[config.mk]
export PLATFORM = sky130hd
export DESIGN_NAME = midpoint_parabola_points_flat
export DESIGN_NICKNAME = d
export VERILOG_FILES = /design/src/hdl/mpp_pkg.sv /design/src/hdl/mpp_req_if.sv /design/src/hdl/mpp_pt_if.sv /design/src/hdl/mpp_cfg.sv /design/src/hdl/mpp_walk.sv /design/src/hdl/midpoint_parabola_points.sv /design/src/flat_wrapper.sv
export VERILOG_INCLUDE_DIRS = /design/src /design/src/hdl
export SDC_FILE = /design/constraint.sdc
export NUM_CORES = 1
export LEC_CHECK = 0
export BUFFER_PORTS_ARGS = -buffer_cell sky130_fd_sc_hd__buf_2
export CELL_PAD_IN_SITES_DETAIL_PLACEMENT = 0
export CELL_PAD_IN_SITES_GLOBAL_PLACEMENT = 2
export CORE_UTILIZATION = 40
export CTS_CLUSTER_DIAMETER = 150
export CTS_CLUSTER_SIZE = 16
export DETAILED_ROUTE_END_ITERATION = 16
export PLACE_DENSITY = 0.93
export SLEW_MARGIN = 0
export SYNTH_ARGS = -nofsm -noshare
export SYNTH_HDL_FRONTEND = slang
export SYNTH_SLANG_ARGS = --single-unit
[constraint.sdc]
create_clock -name clk -period 23.1 [get_ports clk]
set_input_delay 2.31 -clock clk [delete_from_list [all_inputs] [get_ports clk]]
set_output_delay 2.31 -clock clk [all_outputs]
set_load 0.02 [all_outputs]
[src/hdl/assert_macros.svh]
// Assertion helpers shared by the RTL. Both assume a clock named clk and an
// active-low reset named rst_n in the module that uses them.
`ifndef ASSERT_MACROS_SVH
`define ASSERT_MACROS_SVH

// Consequent must hold in the same cycle as the antecedent.
`define ASSERT_SAME(name, ante, cons) \
    name: assert property (@(posedge clk) disable iff (!rst_n) (ante) |-> (cons)) \
        else $error("assertion failed");

// Consequent must hold in the cycle after the antecedent.
`define ASSERT_NEXT(name, ante, cons) \
    name: assert property (@(posedge clk) disable iff (!rst_n) (ante) |=> (cons)) \
        else $error("assertion failed");

`endif

[src/hdl/mpp_pkg.sv]
package mpp_pkg;

    localparam int F_W      = 13;   // focal length register
    localparam int C_W      = 16;   // center offsets
    localparam int MP_W     = 12;   // max_pairs
    localparam int IDX_W    = 13;   // point index
    localparam int POS_W    = 13;   // walk position
    localparam int DEC_W    = 32;   // decision variable
    localparam int SQ_W     = 26;   // running square of the x position
    localparam int PROD_W   = 26;   // |f| * y
    localparam int SUM_W    = 18;   // exact coordinate after the center offset
    localparam int CFG_A_W  = 2;
    localparam int CFG_D_W  = 16;

    localparam logic [CFG_A_W-1:0] REG_FOCUS        = 2'd0;
    localparam logic [CFG_A_W-1:0] REG_CENTER_X     = 2'd1;
    localparam logic [CFG_A_W-1:0] REG_CENTER_Y     = 2'd2;
    localparam logic [CFG_A_W-1:0] REG_MAX_PAIRS    = 2'd3;

    typedef struct packed {
        logic [F_W-1:0]        mag_f;      // magnitude of the focal length, 4096 included
        logic                  mirrored;
        logic signed [C_W-1:0] center_x;
        logic signed [C_W-1:0] center_y;
        logic [MP_W-1:0]       max_pairs;
    } cfg_t;

    typedef struct packed {
        logic signed [SUM_W-1:0] sum_x;
        logic signed [SUM_W-1:0] sum_y;
        logic                    last;
        logic                    exhausted;
    } res_t;

endpackage

[src/hdl/mpp_req_if.sv]
interface mpp_req_if;
    logic valid;
    logic ready;
    logic restart;

    modport source (output valid, output restart, input ready);
    modport sink (input valid, input restart, output ready);
endinterface

[src/hdl/mpp_pt_if.sv]
interface mpp_pt_if #(
    parameter int COORD_BITS = 17
);
    logic                         valid;
    logic                         ready;
    logic signed [COORD_BITS-1:0] point_x;
    logic signed [COORD_BITS-1:0] point_y;
    logic                         last_point;
    logic                         exhausted;

    modport source (output valid, output point_x, output point_y, output last_point,
                    output exhausted, input ready);
    modport sink (input valid, input point_x, input point_y, input last_point,
                  input exhausted, output ready);
endinterface

[src/hdl/mpp_cfg.sv]
module mpp_cfg (
    input  logic                        clk,
    input  logic                        rst_n,
    input  logic                        cfg_we,
    input  logic [mpp_pkg::CFG_A_W-1:0] cfg_index,
    input  logic [mpp_pkg::CFG_D_W-1:0] cfg_data,
    output mpp_pkg::cfg_t               cfg
);

    logic signed [mpp_pkg::F_W-1:0]  focal_reg;
    logic signed [mpp_pkg::C_W-1:0]  center_x_reg;
    logic signed [mpp_pkg::C_W-1:0]  center_y_reg;
    logic [mpp_pkg::MP_W-1:0]        max_pairs_reg;

    always_ff @(posedge clk or negedge rst_n)
    begin
        if (!rst_n)
        begin
            focal_reg     <= mpp_pkg::F_W'(1);
            center_x_reg  <= '0;
            center_y_reg  <= '0;
            max_pairs_reg <= mpp_pkg::MP_W'(100);
        end
        else if (cfg_we)
        begin
            case (cfg_index)
                mpp_pkg::REG_FOCUS:        focal_reg     <= cfg_data[mpp_pkg::F_W-1:0];
                mpp_pkg::REG_CENTER_X:     center_x_reg  <= cfg_data;
                mpp_pkg::REG_CENTER_Y:     center_y_reg  <= cfg_data;
                mpp_pkg::REG_MAX_PAIRS:    max_pairs_reg <= cfg_data[mpp_pkg::MP_W-1:0];
                default:                   focal_reg     <= focal_reg;
            endcase
        end
    end

    // The two's complement negation of -4096 is 0x1000, read unsigned as 4096.
    always_comb
    begin
        cfg.mirrored  = focal_reg[mpp_pkg::F_W-1];
        cfg.mag_f     = focal_reg[mpp_pkg::F_W-1] ? (~focal_reg + mpp_pkg::F_W'(1)) : focal_reg;
        cfg.center_x  = center_x_reg;
        cfg.center_y  = center_y_reg;
        cfg.max_pairs = max_pairs_reg;
    end

endmodule

[src/hdl/mpp_walk.sv]
`include "assert_macros.svh"

module mpp_walk (
    input  logic          clk,
    input  logic          rst_n,
    input  mpp_pkg::cfg_t cfg,
    input  logic          step_en,
    input  logic          restart,
    output mpp_pkg::res_t res
);

    logic [mpp_pkg::IDX_W-1:0]        idx_reg, idx_next;
    logic [mpp_pkg::POS_W-1:0]        x_reg, x_next;
    logic [mpp_pkg::POS_W-1:0]        y_reg, y_next;
    logic signed [mpp_pkg::DEC_W-1:0] dec_reg, dec_next;
    logic [mpp_pkg::SQ_W-1:0]         sq_reg, sq_next;
    logic                             r2_reg, r2_next;

    logic [mpp_pkg::IDX_W-1:0]        idx_eff;
    logic [mpp_pkg::IDX_W-1:0]        count;
    logic [mpp_pkg::IDX_W-1:0]        last_idx;
    logic                             exh;
    logic                             apex;
    logic                             in_r1;
    logic [mpp_pkg::F_W+1:0]          r1_lim;
    logic [mpp_pkg::POS_W-1:0]        x_inc;
    logic signed [mpp_pkg::DEC_W-1:0] four_f;
    logic signed [mpp_pkg::DEC_W-1:0] twox1;
    logic [mpp_pkg::PROD_W-1:0]       prod;
    logic signed [mpp_pkg::DEC_W-1:0] seed;
    logic signed [mpp_pkg::DEC_W-1:0] d_s;
    logic signed [mpp_pkg::DEC_W-1:0] d_a;
    logic [mpp_pkg::SQ_W-1:0]         sq_inc;
    logic                             dec_pos;
    logic signed [mpp_pkg::SUM_W-1:0] ux;
    logic signed [mpp_pkg::SUM_W-1:0] uy;
    logic signed [mpp_pkg::SUM_W-1:0] cx;
    logic signed [mpp_pkg::SUM_W-1:0] cy;

    always_comb
    begin
        idx_eff  = restart ? '0 : idx_reg;
        count    = {cfg.max_pairs, 1'b1};
        last_idx = {cfg.max_pairs, 1'b0};
        exh      = (idx_eff >= count);
        apex     = (idx_eff == '0);
        r1_lim   = {cfg.mag_f, 2'b01};
        in_r1    = !r2_reg && ({2'b00, idx_eff} < r1_lim);
        x_inc    = x_reg + mpp_pkg::POS_W'(1);
        four_f   = signed'(mpp_pkg::DEC_W'({cfg.mag_f, 2'b00}));
        twox1    = signed'(mpp_pkg::DEC_W'({x_inc, 1'b1}));
        sq_inc   = sq_reg + mpp_pkg::SQ_W'({x_reg, 1'b1});
        dec_pos  = !dec_reg[mpp_pkg::DEC_W-1] && (dec_reg != '0);

        // Region 2 reseeds from x*x - 4|f|*y; x*x is kept as a running square.
        prod = mpp_pkg::PROD_W'(cfg.mag_f) * mpp_pkg::PROD_W'(y_reg);
        seed = signed'(mpp_pkg::DEC_W'(sq_reg)) - signed'(mpp_pkg::DEC_W'({prod, 2'b00}));
        d_s  = r2_reg ? dec_reg : seed;
        d_a  = dec_pos ? (dec_reg - four_f) : dec_reg;

        idx_next = idx_reg;
        x_next   = x_reg;
        y_next   = y_reg;
        dec_next = dec_reg;
        sq_next  = sq_reg;
        r2_next  = r2_reg;

        if (!exh)
        begin
            idx_next = idx_eff + mpp_pkg::IDX_W'(1);
            if (apex)
            begin
                x_next   = '0;
                y_next   = '0;
                sq_next  = '0;
                r2_next  = 1'b0;
                dec_next = signed'(mpp_pkg::DEC_W'(1))
                         - signed'(mpp_pkg::DEC_W'({cfg.mag_f, 1'b0}));
            end
            else if (idx_eff[0])
            begin
                if (in_r1)
                begin
                    x_next   = x_inc;
                    sq_next  = sq_inc;
                    y_next   = dec_pos ? (y_reg + mpp_pkg::POS_W'(1)) : y_reg;
                    dec_next = d_a + twox1;
                end
                else
                begin
                    r2_next = 1'b1;
                    y_next  = y_reg + mpp_pkg::POS_W'(1);
                    if (d_s[mpp_pkg::DEC_W-1])
                    begin
                        x_next   = x_inc;
                        sq_next  = sq_inc;
                        dec_next = d_s + twox1 - four_f;
                    end
                    else
                    begin
                        dec_next = d_s - four_f;
                    end
                end
            end
        end

        // The odd point shows the advanced walk, the even point its mirror in x.
        ux = signed'(mpp_pkg::SUM_W'(x_next));
        uy = signed'(mpp_pkg::SUM_W'(y_next));
        cx = mpp_pkg::SUM_W'(cfg.center_x);
        cy = mpp_pkg::SUM_W'(cfg.center_y);

        res.exhausted = exh;
        res.last      = !exh && (idx_eff == last_idx);
        if (exh)
        begin
            res.sum_x = '0;
            res.sum_y = '0;
        end
        else
        begin
            res.sum_x = (!apex && !idx_eff[0]) ? (cx - ux) : (cx + ux);
            res.sum_y = cfg.mirrored ? (cy - uy) : (cy + uy);
        end
    end

    always_ff @(posedge clk or negedge rst_n)
    begin
        if (!rst_n)
        begin
            idx_reg <= '0;
            x_reg   <= '0;
            y_reg   <= '0;
            dec_reg <= '0;
            sq_reg  <= '0;
            r2_reg  <= 1'b0;
        end
        else if (step_en)
        begin
            idx_reg <= idx_next;
            x_reg   <= x_next;
            y_reg   <= y_next;
            dec_reg <= dec_next;
            sq_reg  <= sq_next;
            r2_reg  <= r2_next;
        end
    end

    // The walk moves at most one step per point, so neither coordinate can pass the index.
    `ASSERT_SAME(a_x_bound, 1'b1, x_reg <= idx_reg)
    `ASSERT_SAME(a_y_bound, 1'b1, y_reg <= idx_reg)
    `ASSERT_NEXT(a_apex_seed, step_en && (restart || idx_reg == '0),
                 x_reg == '0 && y_reg == '0 && sq_reg == '0 && !r2_reg)

endmodule

[src/hdl/midpoint_parabola_points.sv]
// An accepted request beat is walked from the request register into the output register.
// Throughput: one request and one point per cycle while pt.ready is high; the decision update
// closes through its register alone. The output register and the request register let a new
// request in while a point waits. Reset (rst_n, asynchronous, active low) empties both stages,
// rewinds the list to the apex, and loads a focal length of 1, center 0 and max_pairs 100.
`include "assert_macros.svh"

module midpoint_parabola_points #(
    parameter int COORD_BITS = 17
) (
    input  logic                        clk,
    input  logic                        rst_n,
    input  logic                        cfg_we,
    input  logic [mpp_pkg::CFG_A_W-1:0] cfg_index,
    input  logic [mpp_pkg::CFG_D_W-1:0] cfg_data,
    mpp_req_if.sink                     req,
    mpp_pt_if.source                    pt
);

    // The block is a two-stage pipeline. The first stage only captures the request
    // beat. The second stage runs one step of the midpoint walk from the held request
    // and the walk state, and loads the finished point into the output register. The
    // walk state advances exactly when a request leaves the first stage, so requests
    // are served strictly in order without gaps.

    mpp_pkg::cfg_t cfg;
    mpp_pkg::res_t res;

    logic                         s1_valid_reg;
    logic                         s1_restart_reg;
    logic                         out_valid_reg;
    logic signed [COORD_BITS-1:0] out_x_reg;
    logic signed [COORD_BITS-1:0] out_y_reg;
    logic                         out_last_reg;
    logic                         out_exh_reg;

    logic out_load;
    logic s1_adv;
    logic req_take;

    mpp_cfg u_cfg (
        .clk       (clk),
        .rst_n     (rst_n),
        .cfg_we    (cfg_we),
        .cfg_index (cfg_index),
        .cfg_data  (cfg_data),
        .cfg       (cfg)
    );

    mpp_walk u_walk (
        .clk     (clk),
        .rst_n   (rst_n),
        .cfg     (cfg),
        .step_en (s1_adv),
        .restart (s1_restart_reg),
        .res     (res)
    );

    // The output register takes a new point when it is empty or its beat is being taken.
    assign out_load  = !out_valid_reg || pt.ready;
    assign s1_adv    = s1_valid_reg && out_load;
    assign req.ready = !s1_valid_reg || s1_adv;
    assign req_take  = req.valid && req.ready;

    always_ff @(posedge clk or negedge rst_n)
    begin
        if (!rst_n)
        begin
            s1_valid_reg  <= 1'b0;
            out_valid_reg <= 1'b0;
        end
        else
        begin
            if (req.ready)
            begin
                s1_valid_reg <= req.valid;
            end
            if (out_load)
            begin
                out_valid_reg <= s1_valid_reg;
            end
        end
    end

    // Payload registers carry no reset; they are only looked at under their valid bits.
    always_ff @(posedge clk)
    begin
        if (req_take)
        begin
            s1_restart_reg <= req.restart;
        end
        if (s1_adv)
        begin
            // The exact coordinate is wrapped or sign-extended to the port width.
            out_x_reg    <= COORD_BITS'(res.sum_x);
            out_y_reg    <= COORD_BITS'(res.sum_y);
            out_last_reg <= res.last;
            out_exh_reg  <= res.exhausted;
        end
    end

    assign pt.valid      = out_valid_reg;
    assign pt.point_x    = out_x_reg;
    assign pt.point_y    = out_y_reg;
    assign pt.last_point = out_last_reg;
    assign pt.exhausted  = out_exh_reg;

    // A request held in the first stage must not be overwritten while the output stalls.
    `ASSERT_SAME(a_no_overrun, s1_valid_reg && out_valid_reg && !pt.ready, !req.ready)
    // A request that leaves the first stage always shows up as a point next cycle.
    `ASSERT_NEXT(a_load, s1_adv, out_valid_reg)
    // A beat past the list end carries no coordinates and is never the last point.
    `ASSERT_SAME(a_exh_zero, out_valid_reg && out_exh_reg,
                 out_x_reg == '0 && out_y_reg == '0 && !out_last_reg)

endmodule

[src/flat_wrapper.sv]
// flat-port wrapper written by rule: the top's interface ports become plain ports
module midpoint_parabola_points_flat 
#(
    parameter int COORD_BITS = 17
)
  (clk, rst_n, cfg_we, cfg_index, cfg_data, req_valid, req_restart, req_ready, pt_valid, pt_point_x, pt_point_y, pt_last_point, pt_exhausted, pt_ready);
  mpp_req_if req_i ();
  mpp_pt_if #(.COORD_BITS(COORD_BITS)) pt_i ();
  input  logic clk;
  input  logic rst_n;
  input  logic cfg_we;
  input  logic [mpp_pkg::CFG_A_W-1:0] cfg_index;
  input  logic [mpp_pkg::CFG_D_W-1:0] cfg_data;
  input wire logic [$bits(req_i.valid)-1:0] req_valid;
  input wire logic [$bits(req_i.restart)-1:0] req_restart;
  output wire logic [$bits(req_i.ready)-1:0] req_ready;
  output wire logic [$bits(pt_i.valid)-1:0] pt_valid;
  output wire logic [$bits(pt_i.point_x)-1:0] pt_point_x;
  output wire logic [$bits(pt_i.point_y)-1:0] pt_point_y;
  output wire logic [$bits(pt_i.last_point)-1:0] pt_last_point;
  output wire logic [$bits(pt_i.exhausted)-1:0] pt_exhausted;
  input wire logic [$bits(pt_i.ready)-1:0] pt_ready;
  assign req_i.valid = req_valid;
  assign req_i.restart = req_restart;
  assign req_ready = req_i.ready;
  assign pt_valid = pt_i.valid;
  assign pt_point_x = pt_i.point_x;
  assign pt_point_y = pt_i.point_y;
  assign pt_last_point = pt_i.last_point;
  assign pt_exhausted = pt_i.exhausted;
  assign pt_i.ready = pt_ready;
  midpoint_parabola_points #(.COORD_BITS(COORD_BITS)) u_core (.clk(clk), .rst_n(rst_n), .cfg_we(cfg_we), .cfg_index(cfg_index), .cfg_data(cfg_data), .req(req_i), .pt(pt_i));
endmodule
Yosys cells after proc, flatten, opt, wreduce, memory -nomap -nowiden --
Cells that the tools add are included.
Word-level totals: logic and storage cells 98, bits in registers 194, input port bits 24, output and inout port bits 38
Operators by class: reduce and logical (&&, ||, !) cells 28, $add $sub $neg 16, bitwise operators 2, multiplexer cells 27, magnitude comparators 2, eq/ne operators 5, multipliers 1
Operators by type and width (number):
- $mux 32 | 6
- $mux 13 | 12
- $mux 26 | 4
- $sub 32x16->32 | 3
- $add 32x15->32 | 2
- $add 13x1->13 const B | 3
- $add 16x14->17 | 2
- $mux 17 | 2
- $sub 16x14->17 | 2
- $reduce_bool 32->1 | 1
- $sub 26x28->29 | 1
- $add 26x14->26 | 1
- $mul 13x13->26 | 1
- $lt 13x15->1 | 1
- $sub 1x14->15 const A | 1
- $add 13x2->13 const B | 1
- $eq 13x13->1 | 1
- $ge 13x13->1 | 1
- $logic_not 13->1 | 1
- $not 13->13 | 1
- $reduce_and 2->1 | 5
- $reduce_and 4->1 | 2
- $logic_not 1->1 | 7
- $logic_and 1x1->1 | 6
- other kinds (10) | 14

Depth between registers and ports, before layout --
depth after elaboration 13, mapped depth 54, mapped depth without buffers 53

By module --
Synthesis repeated with hierarchy kept, for this count alone.
Unflattened totals: cells, all modules 3019, area total of the unflattened synthesis 25261.7 um2
By module, submodules not included:
- mpp_walk | seq. area each 2452.4 um2, times used 1, cells an instance 2816, area each 21667.0 um2
- mpp_cfg | seq. area each 1431.4 um2, times used 1, cells an instance 158, area each 2379.8 um2
- midpoint_parabola_points | seq. area each 1161.1 um2, times used 1, cells an instance 45, area each 1214.9 um2

Worst setup path after synthesis --
No wires, ideal clock.
path type register -> register, from reg u_core.u_cfg.focal_reg[0] (netlist bit), to reg u_core.out_x_reg[16], in the netlist u_core.pt.point_x[16], data pin, setup slack 11.925 ns, period minus slack after synthesis 11.175 ns, data required time 22.965 ns, library setup time 0.135 ns, cell stages (with the launch flop) 52, path buffers 1, arrival 11.041 ns, cell sequence dfstp_2 -> inv_1 -> ha_1 -> nand2_1 -> nand2_1 -> xnor2_1 -> clkbuf_1 -> nand2_1 -> fa_1 -> inv_1 -> fa_1 -> fa_1 -> fa_1 -> inv_1 -> fa_1 -> inv_1 -> ha_1 -> and3_1 -> [... 16 more ...] -> a22oi_1 -> ha_1 -> nand2_1 -> o21a_1 -> inv_1 -> fa_1 -> nor2b_1 -> o21ai_0 -> a21boi_0 -> o211ai_1 -> a31oi_1 -> nand4_1 -> nand4b_1 -> a21oi_1 -> xnor2_1 -> nor2_1 -> or4b_1 -> nand3_1
Between the ends: longest elaborated chain between the ends 13, elaborated cells on any way between the ends 16, those cells by class add/sub: 4; mul: 1; order compare: 1; mux: 8; bitwise: 1; reduce/logical: 1
Ends and longest elaborated chain:
- start, declared | RTL line mpp_cfg.sv:10 | logic signed [mpp_pkg::F_W-1:0] focal_reg;
- start signal, assigned | RTL line mpp_cfg.sv:19 | focal_reg <= mpp_pkg::F_W'(1);
- start signal, assigned | RTL line mpp_cfg.sv:27 | mpp_pkg::REG_FOCUS: focal_reg <= cfg_data[mpp_pkg::F_W-1:0];
- start signal, assigned | RTL line mpp_cfg.sv:31 | default: focal_reg <= focal_reg;
- $not 13->13 | RTL line mpp_cfg.sv:40 | cfg.mag_f = focal_reg[mpp_pkg::F_W-1] ? (~focal_reg + mpp_pkg::F_W'(1)) : focal_reg;
- $add 13x2->13 | RTL line mpp_cfg.sv:40
- $mux 13 (*) | RTL line mpp_cfg.sv:40
- $mul 13x13->26 | RTL line mpp_walk.sv:56 | prod = mpp_pkg::PROD_W'(cfg.mag_f) * mpp_pkg::PROD_W'(y_reg);
- $sub 26x28->29 | RTL line mpp_walk.sv:57 | seed = signed'(mpp_pkg::DEC_W'(sq_reg)) - signed'(mpp_pkg::DEC_W'({prod, 2'b00}));
- $mux 32 | RTL line mpp_walk.sv:58 | d_s = r2_reg ? dec_reg : seed;
- $mux 13 | RTL line mpp_walk.sv:93 | if (d_s[mpp_pkg::DEC_W-1])
- $mux 13 (*) | RTL line mpp_walk.sv:82 | if (in_r1)
- $mux 13 (*) | RTL line mpp_walk.sv:80 | else if (idx_eff[0])
- $mux 13 (*) | RTL line mpp_walk.sv:71 | if (apex)
- $mux 13 (*) | RTL line mpp_walk.sv:68 | if (!exh)
- $add 16x14->17 / $sub 16x14->17 (equally long branches) | RTL line mpp_walk.sv:122 | res.sum_x = (!apex && !idx_eff[0]) ? (cx - ux) : (cx + ux);
- $mux 17 (*) | RTL line mpp_walk.sv:122
- end signal, assigned | RTL line midpoint_parabola_points.sv:95 | out_x_reg <= COORD_BITS'(res.sum_x);
- end, declared | RTL line midpoint_parabola_points.sv:32 | logic signed [COORD_BITS-1:0] out_x_reg;
Every way passes the cells marked *; elsewhere a longest branch is shown, timed or not. A chain may end at the register's enable or synchronous reset.

Worst setup path after layout --
Ends and elaborated chain as after synthesis.

==> flow_summary.toml <==
[status]
status = "complete, no violations"

[synth]
synthDistinctLibCells = 107
ys_seq_area_share_pct = 20.2
ys_ff_latch = 194
syn_nets = 3438
synthArstFlopShare_pct = 80.9
synthCells = 3018
yosys-top-cells-area = "dfrtp_1, ha_1, fa_1, nand2_1, xnor2_1"
synth-edff-count = 37
yosys.area.top_type_share_pct = 15.3
ys_warn_count = 0
avgSynthCellArea_um2 = 8.29
synth_flop_cell = "dfrtp_1"
synth_top_cell_by_area = "dfrtp_1"
syn_area_mm2 = 0.0250

[route]
routedWlPerCell_um = 20.9
first_pass_iters = 5
wl_mm = 81.0
via_per_inst = 5.76
antenna_left = 0
vias = 22300
drt_iter0_drc = 1656
drc = 0

[timing]
setup_violations = 0
final_hold_viol_count = 0
period_needed_ns = 13.05
timing.setup.tns_ns = 0
worst_slew_pin_slew_ns = 1.33
final_max_slew_viol_count = 0
rsz0062_at_grt = "no"
fmaxAchievable_ghz = 0.0766
finClkSkew_ns = 0.0168
finalCritPeriodShare_pct = 56.5
slew_headroom_pct = 10.7

[floorplanning]
die_h_um = 252
die_area_mm2 = 0.0636
io_pins = 62
rows = 91
start_util_pct = 40.5
die_w_um = 252
fp.coreArea_mm2 = 0.0618

[setup_path]
worst_r2r_path_depth = 53
critPathKind = "flop to flop"
crit_slowest_cell = "dfstp_2"
crit_start = "u_core.u_cfg.focal_reg[0]"
crit_top_cell = "fa_1"
required_ns = 23.47
r2r_slack_ns = 10.05
startpoint_type = "flop"
reg2reg_from = "u_core.u_cfg.focal_reg[0]"
cp_max_fo = 17
crit_end = "u_core.pt.point_x[16]"
endpoint_kind = "flop"
max_stage_delay_ns = 0.73
r2r_end = "u_core.pt.point_x[16]"
arrival_ns = 13.42

[clock_tree]
cts_buffers = 17
cts.clk_slew.worst_paths_ns = 0.09
cts_num_sinks = 194
cts_resized = 0
cts_tree = "done"
clock_path_buffers = 2
post_cts_buffers = 0
insertion_delay_ns = 0.51
cts-root-buf = "clkbuf_16"
cts_hold_buf = 0
cts_max_level = 4

[pwr]
internal-power_uw = 1770
comb_power_share_pct = 77.2
powerDensity_mw_per_mm2 = 143
switching_share_pct = 54.0
peakVddDrop_v = 0.000124
leakagePower_uw = 0.0125
p_sw_uw = 2080
clkPwrFrac_pct = 8.6
p_total_uw = 3850
p_seq_share_pct = 14.2

[cells_and_area]
largest_reg_flops = 32
mostFrequentLayoutCells = "nand2_1, inv_1, ha_1, o21ai_0, nor2_1"
nFillCells = 6161
nets = 3438
area_growth_pct = 7.24
final_util_pct = 43.4
diodes = 0
layout-drive-gt1-share_pct = 8.35
final_common_cell = "nand2_1"

[place]
gp_congestion = 0.947
port-buffer-count = 61
hpwl_mm = 63.2

[global_routing]
grt-ovfl-total = 0
antenna_found_initial = 0
grt_max_degree = 88
first_global_vias = 22100
grt_pass1_wl_mm = 126
track_usage_pct = 25.7

[min_path]
hold_class = "flop to flop"

[run]
max_cap_viol_count = 0
synthesized netlist by cell type (65+ instances only):
cell type,n
nand2_1,340
inv_1,277
ha_1,255
o21ai_0,208
nor2_1,206
a21oi_1,171
dfrtp_1,153
fa_1,141
xnor2_1,129
xor2_1,96
clkbuf_1,92
and2_1,88
nand3_1,65
nor3_1,65
per-stage QoR:
step | hold WS (ns) | instances | instance area, µm² | worst slack [ns]
after floorplan | 0.457 | 3018 | 25000 | 11.93
after detailed placement | 0.479 | 3836 | 26200 | 10.28
final | 0.505 | 3868 | 26800 | 10.05
after CTS | 0.504 | 3868 | 26800 | 10.19
after global routing | 0.528 | 3868 | 26800 | 9.19
after global placement | 0.474 | 3836 | 26200 | 10.54
power groups by stage:
stage	sequential, µW	clock, µW	combinational, µW
final	549	330	2970
after floorplan	531	0	2210
after CTS	547	338	2940
after global placement	550	0	2870
after detailed placement	553	0	2910
after global routing	558	348	3270
layout make-up:
class                   count  area, µm²  area share [%]
inverters                 279       1050            3.90
clock inverters            13        179           0.666
multi-input cells        2426      18500            68.8
clock buffers              19        454            1.69
repair buffers            100        604            2.25
well taps                 837       1050            3.90
flip-flops and latches    194       5040            18.8
cell families after synthesis:
| kind of cell | synth area share [%] |
|---|---|
| AOI/OAI and AO/OA | 18.6 |
| adders and majority gates | 24.0 |
| DFF | 20.2 |
| xor gates and xnor gates | 7.87 |
| and+or+nand+nor | 19.9 |
| buffers and inverters | 6.14 |
| muxes | 3.25 |
routing by layer:
metal	track usage (%)	vias up	share of wire, %
met5	0	-	0
met4	10.8	0	4.0
met3	3.37	167	4.6
met2	42.8	666	47
met1	33.4	11000	44
li1	-	10500	-
worst min-delay path by stage:
| stage | from | end | slack (ns) | cells past startpoint |
|---|---|---|---|---|
| floorplan | u_core.s1_valid_reg | u_core.pt.valid | 0.46 | 1 |
| global placement | u_core.s1_valid_reg | u_core.pt.valid | 0.47 | 1 |
| detailed placement | u_core.s1_valid_reg | u_core.pt.valid | 0.48 | 1 |
| CTS | u_core.s1_valid_reg | u_core.pt.valid | 0.50 | 1 |
| global route | u_core.u_cfg.max_pairs_reg[7] | u_core.u_cfg.max_pairs_reg[7] | 0.53 | 1 |
| finish | u_core.s1_valid_reg | u_core.pt.valid | 0.50 | 1 |
critical path, delay by kind of cell, from the launching register on:
| kind | cells | cell delay, ns |
|---|---|---|
| buffers and inverters | 7 | 1.15 |
| adder cells (fa/ha/maj) | 10 | 4.31 |
| AND/OR/NAND/NOR | 15 | 2.22 |
| flip-flops | 1 | 0.73 |
| AO/OA/AOI/OAI | 18 | 3.91 |
| multiplexers | 1 | 0.25 |
| XOR/XNOR | 2 | 0.32 |
No activity file was read; power rests on OpenSTA's default activity.
